### config.mk
export PLATFORM = sky130hd
export DESIGN_NAME = rgb_to_hsl_pixel_core
export DESIGN_NICKNAME = d
export VERILOG_FILES = /design/src/design/rgbhsl_pkg.sv /design/src/design/rgb_to_hsl_pixel_core.sv
export SDC_FILE = /design/constraint.sdc
export NUM_CORES = 1
export LEC_CHECK = 0
export ABC_CLOCK_PERIOD_IN_PS = 11100
export BUFFER_PORTS_ARGS = -buffer_cell sky130_fd_sc_hd__buf_2
export CORE_ASPECT_RATIO = 2
export CORE_MARGIN = 3
export CORE_UTILIZATION = 41
export CTS_CLUSTER_DIAMETER = 50
export DETAILED_ROUTE_END_ITERATION = 8
export PLACE_DENSITY = 0.55
export SYNTH_ARGS = -nofsm -noshare
export SYNTH_HDL_FRONTEND = slang
export SYNTH_SLANG_ARGS = --single-unit
### constraint.sdc
create_clock -name i_clk -period 11.1 [get_ports i_clk]
set_input_delay 1.665 -clock i_clk [delete_from_list [all_inputs] [get_ports i_clk]]
set_output_delay 1.665 -clock i_clk [all_outputs]
set_load 0.005 [all_outputs]
### src/design/rgbhsl_pkg.sv
`timescale 1ns / 1ps
// ---------------------------------------------------------------------------
// RGB to HSL pixel core package
// Shared widths, hue offsets, the divider stage payload and the radix-4
// restoring divide step used by the pixel pipeline.
// ---------------------------------------------------------------------------
package rgbhsl_pkg;

    localparam int ChW       = 8;
    localparam int HueW      = 15;
    localparam int SatW      = 16;
    localparam int SumW      = 9;
    localparam int QuoW      = 16;
    localparam int DivStages = QuoW / 2;
    localparam int MulW      = 11;

    // Offsets added to the hue quotient; they already hold the -3840 bias of
    // the green and blue formulas.
    localparam logic [HueW-1:0] HueOffsRed   = 15'd0;
    localparam logic [HueW-1:0] HueOffsGreen = 15'd3840;
    localparam logic [HueW-1:0] HueOffsBlue  = 15'd11520;

    typedef struct packed {
        logic [8:0]        srem;
        logic [QuoW-1:0]   snum;
        logic [8:0]        sden;
        logic [QuoW-1:0]   sq;
        logic [7:0]        hrem;
        logic [QuoW-1:0]   hnum;
        logic [7:0]        hdiv;
        logic [QuoW-1:0]   hq;
        logic [HueW-1:0]   hoffs;
        logic              gray;
        logic [SumW-1:0]   sum;
        logic [ChW-1:0]    alpha;
    } t_div_pl;

    typedef struct packed {
        logic [8:0] rem;
        logic [1:0] q;
    } t_div2;

    // Two restoring steps. The remainder stays below the divisor, so it
    // fits in nine bits after each subtract.
    function automatic t_div2 div2(input logic [8:0] rem, input logic [1:0] nbits,
                                   input logic [8:0] dvs);
        logic [9:0] x;
        t_div2      res;
        x = {rem, nbits[1]};
        res.q[1] = (x >= {1'b0, dvs});
        if (res.q[1]) begin
            x = x - {1'b0, dvs};
        end
        x = {x[8:0], nbits[0]};
        res.q[0] = (x >= {1'b0, dvs});
        if (res.q[0]) begin
            x = x - {1'b0, dvs};
        end
        res.rem = x[8:0];
        return res;
    endfunction

endpackage

### src/design/rgb_to_hsl_pixel_core.sv
`timescale 1ns / 1ps
// ---------------------------------------------------------------------------
// RGB to HSL pixel core
// Converts an 8-bit RGBA pixel stream to fixed point hue, saturation and
// lightness sum, one pixel per clock unless the output stalls a full pipeline.
// ---------------------------------------------------------------------------
// Each pixel passes these stages from input beat to output beat: one stage finds
// max, min and the hue operand, one forms the two dividends, eight stages run
// the saturation and hue divisions side by side at two quotient bits each, and
// one stage adds the hue offset into the output register. A new pixel is taken
// every cycle unless a full pipeline meets a stall on the output side; empty
// stages close up during output stalls, so beats flow until the pipeline is full.
module rgb_to_hsl_pixel_core
    import rgbhsl_pkg::*;
(
    input  logic        i_clk,
    input  logic        i_rst_n,
    input  logic        i_s_axis_tvalid,
    output logic        o_s_axis_tready,
    input  logic [31:0] i_s_axis_tdata,  // red[7:0], green[15:8], blue[23:16], alpha[31:24]
    output logic        o_m_axis_tvalid,
    input  logic        i_m_axis_tready,
    output logic [47:0] o_m_axis_tdata   // hue[14:0], saturation[30:15],
                                         // lightness_sum[39:31], alpha_out[47:40]
);

    // ---------------- stage A: max, min, hue operand ----------------
    logic [ChW-1:0]  w_r, w_g, w_b;
    logic [ChW-1:0]  w_mx, w_mn, w_d;
    logic [SumW-1:0] w_sum, w_den;
    logic [MulW-1:0] w_t;
    logic [HueW-1:0] w_offs;

    logic            r_a_vld;
    logic [ChW-1:0]  r_a_d;
    logic [SumW-1:0] r_a_sum, r_a_den;
    logic [MulW-1:0] r_a_t;
    logic [HueW-1:0] r_a_offs;
    logic [ChW-1:0]  r_a_alpha;

    logic            w_adv_a;
    logic            w_adv_out;
    logic [DivStages:0] w_adv;

    assign w_r = i_s_axis_tdata[7:0];
    assign w_g = i_s_axis_tdata[15:8];
    assign w_b = i_s_axis_tdata[23:16];

    always_comb begin
        w_mx  = (w_r > w_g) ? w_r : w_g;
        w_mx  = (w_mx > w_b) ? w_mx : w_b;
        w_mn  = (w_r < w_g) ? w_r : w_g;
        w_mn  = (w_mn < w_b) ? w_mn : w_b;
        w_sum = {1'b0, w_mx} + {1'b0, w_mn};
        w_d   = w_mx - w_mn;
        w_den = (w_sum <= 9'd255) ? w_sum : (9'd510 - w_sum);
        // Ties pick red first, then green.
        if (w_r == w_mx) begin
            w_offs = HueOffsRed;
            if (w_g < w_b) begin
                w_t = {1'b0, w_d, 2'b00} + {2'b00, w_d, 1'b0}
                      - {3'b000, w_b} + {3'b000, w_g};
            end else begin
                w_t = {3'b000, w_g} - {3'b000, w_b};
            end
        end else if (w_g == w_mx) begin
            w_offs = HueOffsGreen;
            w_t    = {3'b000, w_b} + {3'b000, w_d} - {3'b000, w_r};
        end else begin
            w_offs = HueOffsBlue;
            w_t    = {3'b000, w_r} + {3'b000, w_d} - {3'b000, w_g};
        end
    end

    assign o_s_axis_tready = w_adv_a;
    assign w_adv_a         = !r_a_vld || w_adv[0];

    always_ff @(posedge i_clk) begin
        if (!i_rst_n) begin
            r_a_vld <= 1'b0;
        end else if (w_adv_a) begin
            r_a_vld <= i_s_axis_tvalid;
        end
    end

    always_ff @(posedge i_clk) begin
        if (w_adv_a) begin
            r_a_d     <= w_d;
            r_a_sum   <= w_sum;
            r_a_den   <= w_den;
            r_a_t     <= w_t;
            r_a_offs  <= w_offs;
            r_a_alpha <= i_s_axis_tdata[31:24];
        end
    end

    // ---------------- stage B: dividends ----------------
    logic [23:0] w_snum;
    logic [22:0] w_hnum;
    t_div_pl     n_pl0;

    t_div_pl            r_pl  [DivStages+1];
    logic [DivStages:0] r_vld;

    always_comb begin
        // 65535*d and 3840*t by shift and subtract.
        w_snum = {r_a_d, 16'h0000} - {16'h0000, r_a_d};
        w_hnum = {r_a_t, 12'h000} - {4'h0, r_a_t, 8'h00};
        n_pl0.srem  = {1'b0, w_snum[23:16]};
        n_pl0.snum  = w_snum[15:0];
        n_pl0.sden  = r_a_den;
        n_pl0.sq    = '0;
        n_pl0.hrem  = {1'b0, w_hnum[22:16]};
        n_pl0.hnum  = w_hnum[15:0];
        n_pl0.hdiv  = r_a_d;
        n_pl0.hq    = '0;
        n_pl0.hoffs = r_a_offs;
        n_pl0.gray  = (r_a_d == '0);
        n_pl0.sum   = r_a_sum;
        n_pl0.alpha = r_a_alpha;
    end

    assign w_adv[DivStages] = !r_vld[DivStages] || w_adv_out;

    always_ff @(posedge i_clk) begin
        if (!i_rst_n) begin
            r_vld[0] <= 1'b0;
        end else if (w_adv[0]) begin
            r_vld[0] <= r_a_vld;
        end
    end

    always_ff @(posedge i_clk) begin
        if (w_adv[0]) begin
            r_pl[0] <= n_pl0;
        end
    end

    // ---------------- divider stages ----------------
    for (genvar k = 0; k < DivStages; k++) begin : g_div
        t_div_pl n_pl;
        t_div2   w_sstep, w_hstep;

        assign w_adv[k] = !r_vld[k] || w_adv[k+1];

        always_comb begin
            w_sstep = div2(r_pl[k].srem, r_pl[k].snum[QuoW-1:QuoW-2], r_pl[k].sden);
            w_hstep = div2({1'b0, r_pl[k].hrem}, r_pl[k].hnum[QuoW-1:QuoW-2],
                           {1'b0, r_pl[k].hdiv});
            n_pl      = r_pl[k];
            n_pl.srem = w_sstep.rem;
            n_pl.snum = {r_pl[k].snum[QuoW-3:0], 2'b00};
            n_pl.sq   = {r_pl[k].sq[QuoW-3:0], w_sstep.q};
            n_pl.hrem = w_hstep.rem[7:0];
            n_pl.hnum = {r_pl[k].hnum[QuoW-3:0], 2'b00};
            n_pl.hq   = {r_pl[k].hq[QuoW-3:0], w_hstep.q};
        end

        always_ff @(posedge i_clk) begin
            if (!i_rst_n) begin
                r_vld[k+1] <= 1'b0;
            end else if (w_adv[k+1]) begin
                r_vld[k+1] <= r_vld[k];
            end
        end

        always_ff @(posedge i_clk) begin
            if (w_adv[k+1]) begin
                r_pl[k+1] <= n_pl;
            end
        end
    end

    // ---------------- output stage ----------------
    logic            r_o_vld;
    logic [HueW-1:0] r_o_hue;
    logic [SatW-1:0] r_o_sat;
    logic [SumW-1:0] r_o_sum;
    logic [ChW-1:0]  r_o_alpha;
    logic [HueW-1:0] n_o_hue;
    logic [SatW-1:0] n_o_sat;

    assign w_adv_out = !r_o_vld || i_m_axis_tready;

    always_comb begin
        if (r_pl[DivStages].gray) begin
            n_o_hue = '0;
            n_o_sat = '0;
        end else begin
            n_o_hue = r_pl[DivStages].hoffs + r_pl[DivStages].hq[HueW-1:0];
            n_o_sat = r_pl[DivStages].sq;
        end
    end

    always_ff @(posedge i_clk) begin
        if (!i_rst_n) begin
            r_o_vld <= 1'b0;
        end else if (w_adv_out) begin
            r_o_vld <= r_vld[DivStages];
        end
    end

    always_ff @(posedge i_clk) begin
        if (w_adv_out) begin
            r_o_hue   <= n_o_hue;
            r_o_sat   <= n_o_sat;
            r_o_sum   <= r_pl[DivStages].sum;
            r_o_alpha <= r_pl[DivStages].alpha;
        end
    end

    assign o_m_axis_tvalid = r_o_vld;
    assign o_m_axis_tdata  = {r_o_alpha, r_o_sum, r_o_sat, r_o_hue};

`ifndef NO_ASSERTIONS
    // An accepted input beat always lands in the first stage.
    a_in_capture: assert property (@(posedge i_clk) disable iff (!i_rst_n)
        i_s_axis_tvalid && o_s_axis_tready |=> r_a_vld)
        else $error("accepted pixel did not enter stage A");

    // A held pixel in the last divider stage is never dropped.
    a_div_hold: assert property (@(posedge i_clk) disable iff (!i_rst_n)
        r_vld[DivStages] && !w_adv[DivStages] |=> r_vld[DivStages])
        else $error("stalled pixel lost in divider pipeline");

    // Zero saturation only comes from a gray pixel, which also has zero hue.
    a_gray_hue: assert property (@(posedge i_clk) disable iff (!i_rst_n)
        r_o_vld && (r_o_sat == '0) |-> (r_o_hue == '0))
        else $error("zero saturation with nonzero hue");

    a_hue_range: assert property (@(posedge i_clk) disable iff (!i_rst_n)
        r_o_vld |-> (r_o_hue <= 15'd23039))
        else $error("hue out of range");
`endif

endmodule
==> run metrics, run 1 <==
crit path max fanout 9; FP Rows 165; CTS max path bufs 3; HP Class register to register; Initial DRC Count 926; CP Capture Type register; FMAX 113.2 MHz; dpl hpwl 75590 um; Post-synth EDFFs 755; cell total after placement 4789; Final Non-Filler Cells 4918; drc violations 0; Top cell by count, worst path a21oi_1; clock tree from TritonCTS built; Slew HR 30.04%; cts bufs inserted 69; Final Skew 0.02436 ns; Vias per Instance 5.148; Setup Buffers After CTS 0; Sink Count 766; post-cts sizing count 0; Yosys cell types 81; Post-Synthesis Cell Area 41850 um2; post-synthesis compound-gate area fraction 10.81%; IO Pins 86; gr ovfl total 0; Final setup violation count 0; share of cells above drive strength 1 10.61%; initial core utilization 41.37%; multiplexer share of the synthesized area 4.514%; kind of critical path input pin to register; CP Launch Type input pin; I/O Buffers 85; drt first pass iters 5; Yosys top cell by area edfxtp_1; Placer Congestion 0.9118; core area 101200 um2; routed vias 25320; Syn. warnings 0; initial antenna violation count 1; vias in the first global route 27250; Max-Cap Viols 0; Synth Net Count 3835; most common cell after layout, fill and taps aside edfxtp_1; status completed; Final Slew Violations 0; Cells after Synth 3380; Wirelength per Cell 18.87 um; most frequent cells in the layout 755 x edfxtp_1, 373 x inv_1, 360 x ha_1, 196 x a21oi_1, 190 x o21ai_0; Top delay family on crit path compound AO/OA/AOI/OAI gates; H-tree Lvls 3; largest net degree at the start of global routing 78; Post-Syn Area per Cell 12.38 um2; crit path DAT 9.23 ns; Root Buffer Master clkbuf_16; Synth async-reset ratio 0%; Data required, critical path 11.49 ns; Yosys top cell area share 54.17%; die area 106200 um2; final cycle utilization of the critical path 79.59%; Post-Synth XOR/XNOR Area 4.834%; CP bufs+invs 3; first-pass GRT wire length 144400 um; WL final 92800 um; fill count 9304; CTS Hold Bufs 0; ranking of synthesized cells by area edfxtp_1 54%, ha_1 11%, inv_1 3.4%, xnor2_1 3.3%, mux2_2 3.0%; Antenna Nets Post-Route 0; post-synthesis adder-cell area fraction 13.58%; Final Net Count 3979; Yosys reg bits 766; CTS clk-pin slew, worst paths 0.07 ns; Final Hold Vio Count 0; Critical Path Max Stage Delay 0.54 ns; area delta synth->final 10.71%; Post-synth top flop edfxtp_1; die height 457.8 um; Clk Latency, worst-skew pair 0.66 ns; total track usage 17.78%; crit path time final 8.834 ns; largest family of logic cells by synthesized area adder cells; Slew @ Worst Pin 1.036 ns; die width 231.9 um; Slowest-stage cell, CP nor2_1; setup tns final 0 ns; Synth Area in Simple Gates 7.650%; RSZ-0062 raised after global routing no; register area share after synthesis 54.70%
Yosys cell counts (all sizes together), types with 16 or more instances:
cell type,instances
a21boi,25
a21o,100
a21oi,199
a31oi,21
clkbuf,32
edfxtp,755
fa,59
ha,360
inv,379
mux2,124
mux2i,47
nand2,170
nand2b,37
nand3,32
nand4,51
nor2,187
nor2b,89
nor3,44
o21a,37
o21ai,198
o21bai,35
o31ai,16
xnor2,160
xor2,71
sequential cells by signal, indices dropped and copies added, names as in the netlist:
register and cells:
r_a_den 8, r_a_offs 3, r_o_hue 15, r_a_sum 8, r_o_alpha 8, o_m_axis_tvalid 1, r_vld 9, r_a_d 8
r_pl 661, r_o_sum 9, r_a_t 11, r_o_sat 16, r_a_alpha 8, r_a_vld 1
worst paths after layout:
| check | from | endpoint | slack (ns) | depth (start not counted) |
|---|---|---|---|---|
| worst max register to register | r_pl[0][106] | r_pl[0][256] | 4.62 | 19 |
| worst min register to register | r_pl[0][246] | r_pl[0][379] | 0.41 | 0 |
| worst max-delay path | i_s_axis_tdata[9] | r_a_t[8] | 2.27 | 31 |
| worst min-delay path | r_pl[0][246] | r_pl[0][379] | 0.41 | 0 |
cell families after synthesis:
kind of cell               after synthesis
DFF                                    766
AOI/OAI and AO/OA                      712
and+or+nand+nor                        659
buffers and inverters                  422
adders and majority gates              419
xor gates and xnor gates               231
muxes                                  171
metal layers:
layer	share of wire, %	track usage, %
met3	2.3	2.277
met4	8.5	13.21
met2	61	38.42
met1	28	13.03
met5	0	0
metrics by stage:
stage | hold WS [ns] | cell area, um2 | util (%) | setup WS, ns
final | 0.4136 | 46330 | 45.80 | 2.266
after global routing | 0.4185 | 46330 | 45.80 | 1.673
after CTS | 0.4092 | 46330 | 45.80 | 2.278
after detailed placement | 0.4045 | 44010 | 43.51 | 1.554
after global placement | 0.4007 | 44010 | 43.51 | 1.582
after floorplan | 0.4003 | 41850 | - | 2.585
final cells by class:
cell class	instances	area [um2]	area share [%]
flip-flops and latches	766	22890	49.41
multi-input cells	2192	17370	37.49
clock buffers	88	1849	3.991
well taps	1336	1672	3.608
inverters	379	1423	3.070
repair buffers	116	658.1	1.420
clock inverters	40	466.7	1.007
diodes	1	2.502	0.005401
Power of run 1 is left out: the tool's default activity adds up to more than one toggle a clock period on the data nets, which glitch-free logic cannot reach.
==> run 2, diff against run 1 <==
ABC_CLOCK_PERIOD_IN_PS = 8800   (was 11100)
clock period = 8.8 ns   (was 11.1 ns; I/O delays follow)
==> run 2 against run 1 <==
- clock skew decreased by 0.0094 ns
- critical path depth grew 2
- non-clock buffer count up 30
- via count barely moved
- register-to-register slack lost 2.2 ns
- flip-flop and latch count unchanged
- global-route usage increased by 0.055 points
- die area did not move
- routed wire length up 1.1%
- clock-buffer cell count down 10
- worst hold slack worse by 0.00093 ns
- setup slack worse by 1.2 ns
- highest routed layer unchanged
==> run metrics, run 2 (synthesis gave the netlist of run 1 again) <==
largest net degree at the start of global routing 78 (unchanged); I/O Buffers 85 (unchanged); CTS max path bufs 3 (unchanged); post-cts sizing count 0 (unchanged); area delta synth->final 11.19%; HP Class register to register; kind of critical path input pin to register; Vias per Instance 5.125 (-0.45%); die area 106200 um2 (unchanged); Placer Congestion 0.9333 (+2.4%); drt first pass iters 5 (unchanged); clock tree from TritonCTS built; Slowest-stage cell, CP fa_1; Antenna Nets Post-Route 0 (unchanged); Top delay family on crit path adder cells; crit path DAT 8.10 ns (-1.13 ns); Sink Count 766 (unchanged); Slew HR 32.28% (+2.2 points); Data required, critical path 9.18 ns (-2.31 ns); final cycle utilization of the critical path 87.69%; routed vias 25320 (-0.0079%); Final Skew 0.01493 ns (-0.009431 ns); CP bufs+invs 5 (+2); Root Buffer Master clkbuf_16; Final setup violation count 0 (unchanged); die height 457.8 um (unchanged); FMAX 129.6 MHz; vias in the first global route 26930 (-1.2%); initial core utilization 41.37% (unchanged); IO Pins 86 (unchanged); CP Capture Type register; FP Rows 165 (unchanged); WL final 93790 um (+1.1%); RSZ-0062 raised after global routing no; Clk Latency, worst-skew pair 0.64 ns (-0.02 ns); status completed; CTS Hold Bufs 0 (unchanged); H-tree Lvls 3 (unchanged); total track usage 17.83% (+0.055 points); drc violations 0 (unchanged); initial antenna violation count 1 (unchanged); Top reg by flops r_pl; gr ovfl total 0 (unchanged); crit path time final 7.717 ns; cts bufs inserted 68 (-1.4%); setup tns final 0 ns (unchanged); CTS clk-pin slew, worst paths 0.07 ns (about the same); core area 101200 um2 (unchanged); CP Launch Type input pin; Largest register FFs 661 (unchanged); Top cell by count, worst path nor2_1; die width 231.9 um (unchanged); Wirelength per Cell 18.99 um (+0.62%); Largest regs r_pl x661, r_o_sat x16, r_o_hue x15; Final Net Count 4008 (+0.73%); first-pass GRT wire length 144200 um (about the same); most frequent cells in the layout 755 x edfxtp_1, 373 x inv_1, 360 x ha_1, 196 x a21oi_1, 190 x o21ai_0; Final Slew Violations 0 (unchanged); Critical Path Max Stage Delay 0.51 ns (-0.03 ns); most common cell after layout, fill and taps aside edfxtp_1; GR Util met3 2.115% (-0.16 points); Slew @ Worst Pin 1.016 ns (-0.01995 ns); Initial DRC Count 1027 (+11%); met1 Track Usage GR 13.21% (+0.18 points); dpl hpwl 76240 um (+0.86%); Max-Cap Viols 0 (unchanged); crit path max fanout 27 (+18); grt peak-use layer met2; met2 usage 38.00% (-0.42 points); Final Hold Vio Count 0 (unchanged); Setup Buffers After CTS 0 (unchanged); share of cells above drive strength 1 11.19% (+0.57 points)
-- run 2: changes by cell type in the layout (fill, tap and decap cells not counted), sizes merged --
cell,previous run,this run
buf,116,146
bufinv,5,9
clkbuf,88,78
clkinvlp,4,3
inv,383,382
-- run 2: metrics by stage --
| step | hold slack, ns | cells | utilization [%] | area, um2 | setup WS (ns) |
|---|---|---|---|---|---|
| after floorplan | 0.4003 | 3380 | - | 41850 | 0.6295 |
| after global placement | 0.4007 | 4819 | 43.73 | 44240 | 0.5049 |
| after detailed placement | 0.4045 | 4819 | 43.73 | 44240 | 0.4252 |
| after CTS | 0.4107 | 4939 | 46.00 | 46530 | 1.114 |
| after global routing | 0.4173 | 4940 | 46.00 | 46540 | 0.6113 |
| final | 0.4127 | 4940 | 46.00 | 46540 | 1.083 |
-- run 2: routing by layer --
metal	up-vias	wire length, um
met5	-	0
met4	0	8784
met3	257	1961
met2	408	56640
met1	12090	26410
li1	12570	-
-- run 2: worst paths after layout --
check | depth (start not counted) | startpoint | end | slack (ns)
max reg2reg | 19 | r_pl[0][106] | r_pl[0][255] | 2.43
min | 0 | r_pl[0][999] | r_pl[0][1132] | 0.41
min reg2reg | 0 | r_pl[0][999] | r_pl[0][1132] | 0.41
max | 33 | i_s_axis_tdata[15] | r_a_t[8] | 1.08
-- run 2: final cells by class --
type	count	area, um2
fill	9297	54620
sequential	766	22890
multi-input combinational	2192	17370
clock buffer	78	1760
tap	1336	1672
inverter	379	1423
timing repair buffer	146	883.3
clock inverter	42	533.0
antenna	1	2.502
Power of run 2 is left out for the same reason.
==> run 3, diff against run 2 <==
CORE_UTILIZATION = 30   (was 41)
PLACE_DENSITY = 0.43   (was 0.55)
REMOVE_ABC_BUFFERS = 1   (was unset)
==> run 3 against run 2 <==
- critical path depth fell by 3
- setup slack got worse by 0.036 ns
- cell count increased by 11%
- sequential share of layout area is 1.1 points lower
- fmax is 0.46% lower
- utilization shrank 12 points
- final area increased by 2.3%
- largest cell class unchanged
- routed wire length is 4.3% higher
- flip-flop and latch count unchanged
- worst hold slack worse by 0.0079 ns
- clock skew increased by 0.0061 ns
- via count is 0.52% lower
==> run metrics, run 3 (synthesis gave the netlist of run 1 again) <==
Final Net Count 4046 (+0.95%); status completed; Top delay family on crit path adder cells; gr ovfl total 0 (unchanged); hold slack 0.4048 ns (-0.007860 ns); Data required, critical path 9.19 ns (about the same); Setup Buffers After CTS 0 (unchanged); Critical Path Max Stage Delay 0.65 ns (+0.14 ns); Hold Path Depth 0 (unchanged); Clk Latency, worst-skew pair 0.66 ns (+0.02 ns); Slew HR 27.68% (-4.6 points); Final Hold Vio Count 0 (unchanged); IO Pins 86 (unchanged); post-cts sizing count 0 (unchanged); vias in the first global route 27410 (+1.8%); crit path DAT 8.14 ns (+0.04 ns); Top reg by flops r_pl; Largest regs r_pl x661, r_o_sat x16, r_o_hue x15; Top cell by count, worst path inv_1; routed vias 25190 (-0.52%); CTS clk-pin slew, worst paths 0.07 ns (about the same); first-pass GRT wire length 151700 um (+5.2%); HP Class register to register; die area 144300 um2 (+36%); crit path time final 7.753 ns (+0.03574 ns); die height 534.2 um (+17%); worst setup margin 1.047 ns (-0.03574 ns); initial core utilization 30.25% (-11 points); Wirelength per Cell 17.78 um (-6.3%); clock tree from TritonCTS built; crit path max fanout 27 (unchanged); FF-to-FF End r_pl[0][259]; FMAX 129.0 MHz (-0.46%); Final Skew 0.02099 ns (+0.006063 ns); H-tree Lvls 3 (unchanged); fill count 13650 (+47%); CP Capture Type register; Max-Cap Viols 0 (unchanged); Vias per Instance 4.578 (-11%); Final Slew Violations 0 (unchanged); drt first pass iters 5 (unchanged); most frequent cells in the layout 755 x edfxtp_1, 373 x inv_1, 360 x ha_1, 196 x a21oi_1, 190 x o21ai_0; Root Buffer Master clkbuf_16; share of cells above drive strength 1 12.22% (+1.0 points); CP bufs+invs 6 (+1); kind of critical path input pin to register; RSZ-0062 raised after global routing no; die width 270.1 um (+16%); Slew @ Worst Pin 1.085 ns (+0.06891 ns); Placer Congestion 0.8912 (-4.5%); FP Rows 193 (+17%); initial antenna violation count 1 (unchanged); pre-CTS worst setup slack 0.3645 ns (-0.06063 ns); I/O Buffers 85 (unchanged); area delta synth->final 13.75%; Antenna Nets Post-Route 0 (unchanged); largest net degree at the start of global routing 70 (-10%); reg2reg setup slack 2.56 ns (+0.13 ns); core area 138400 um2 (+37%); Initial DRC Count 802 (-22%); dpl hpwl 79770 um (+4.6%); WL final 97850 um (+4.3%); reg2reg start r_pl[0][98]; Sink Count 766 (unchanged); final cycle utilization of the critical path 88.10% (+0.41 points); reg2reg path depth 18 (-1); cts bufs inserted 75 (+10%); setup tns final 0 ns (unchanged); CTS Hold Bufs 0 (unchanged); final core occ 34.41% (-12 points); Slowest-stage cell, CP fa_1; most common cell after layout, fill and taps aside edfxtp_1; drc violations 0 (unchanged); CTS max path bufs 3 (unchanged); hold wc startpoint r_pl[0][69]; Final setup violation count 0 (unchanged); CP Launch Type input pin; total track usage 13.66% (-4.2 points); Hold Path Sink r_pl[0][202]; Largest register FFs 661 (unchanged)
## run 3: area by class of cell
class                   instances  area, um2  area share [%]
flip-flops and latches        766      22890           48.08
clock buffers                  87       1932           4.058
well taps                    1852       2317           4.867
multi-input cells            2192      17370           36.49
clock inverters                48      554.3           1.164
inverters                     379       1424           2.991
diodes                          1      2.502        0.005256
repair buffers                177       1116           2.344
## run 3: worst register-to-register path, delay by kind of cell, from the launching register on
kind            cells  cell delay, ns
compound gates     11            2.87
simple gates        3            1.24
fa+ha+maj           2            0.80
flops               1            0.51
mux                 1            0.42
buf+inv             1            0.16
## run 3: metal layers
metal / share of wire, % / vias up / wire length [um] / GRT usage (%)
li1: - / 12660 / - / -
met1: 29 / 12100 / 28390 / 10.43
met2: 65 / 283 / 63260 / 31.52
met3: 2.1 / 145 / 2012 / 1.598
met4: 4.3 / 0 / 4182 / 6.065
met5: 0 / - / 0 / 0
## run 3: worst max path at each step
stage                                  from   endpoint  slack (ns)  cells past startpoint
final                     i_s_axis_tdata[9]  r_a_t[10]        1.05                     30
after global placement    i_s_axis_tdata[9]   r_a_t[8]        0.39                     29
after global routing      i_s_axis_tdata[9]   r_a_t[9]        0.61                     37
after detailed placement  i_s_axis_tdata[9]   r_a_t[8]        0.36                     29
after CTS                 i_s_axis_tdata[9]   r_a_t[8]        1.08                     29
after floorplan           i_s_axis_tdata[9]   r_a_t[8]        0.54                     32
## run 3: through the flow
step           instances  cell area (um2)
2_1_floorplan       3337            41640
3_3_place_gp        5366            45120
3_5_place_dp        5366            45120
4_1_cts             5501            47610
5_1_grt             5502            47610
6_report            5502            47610
Power of run 3 is left out for the same reason.
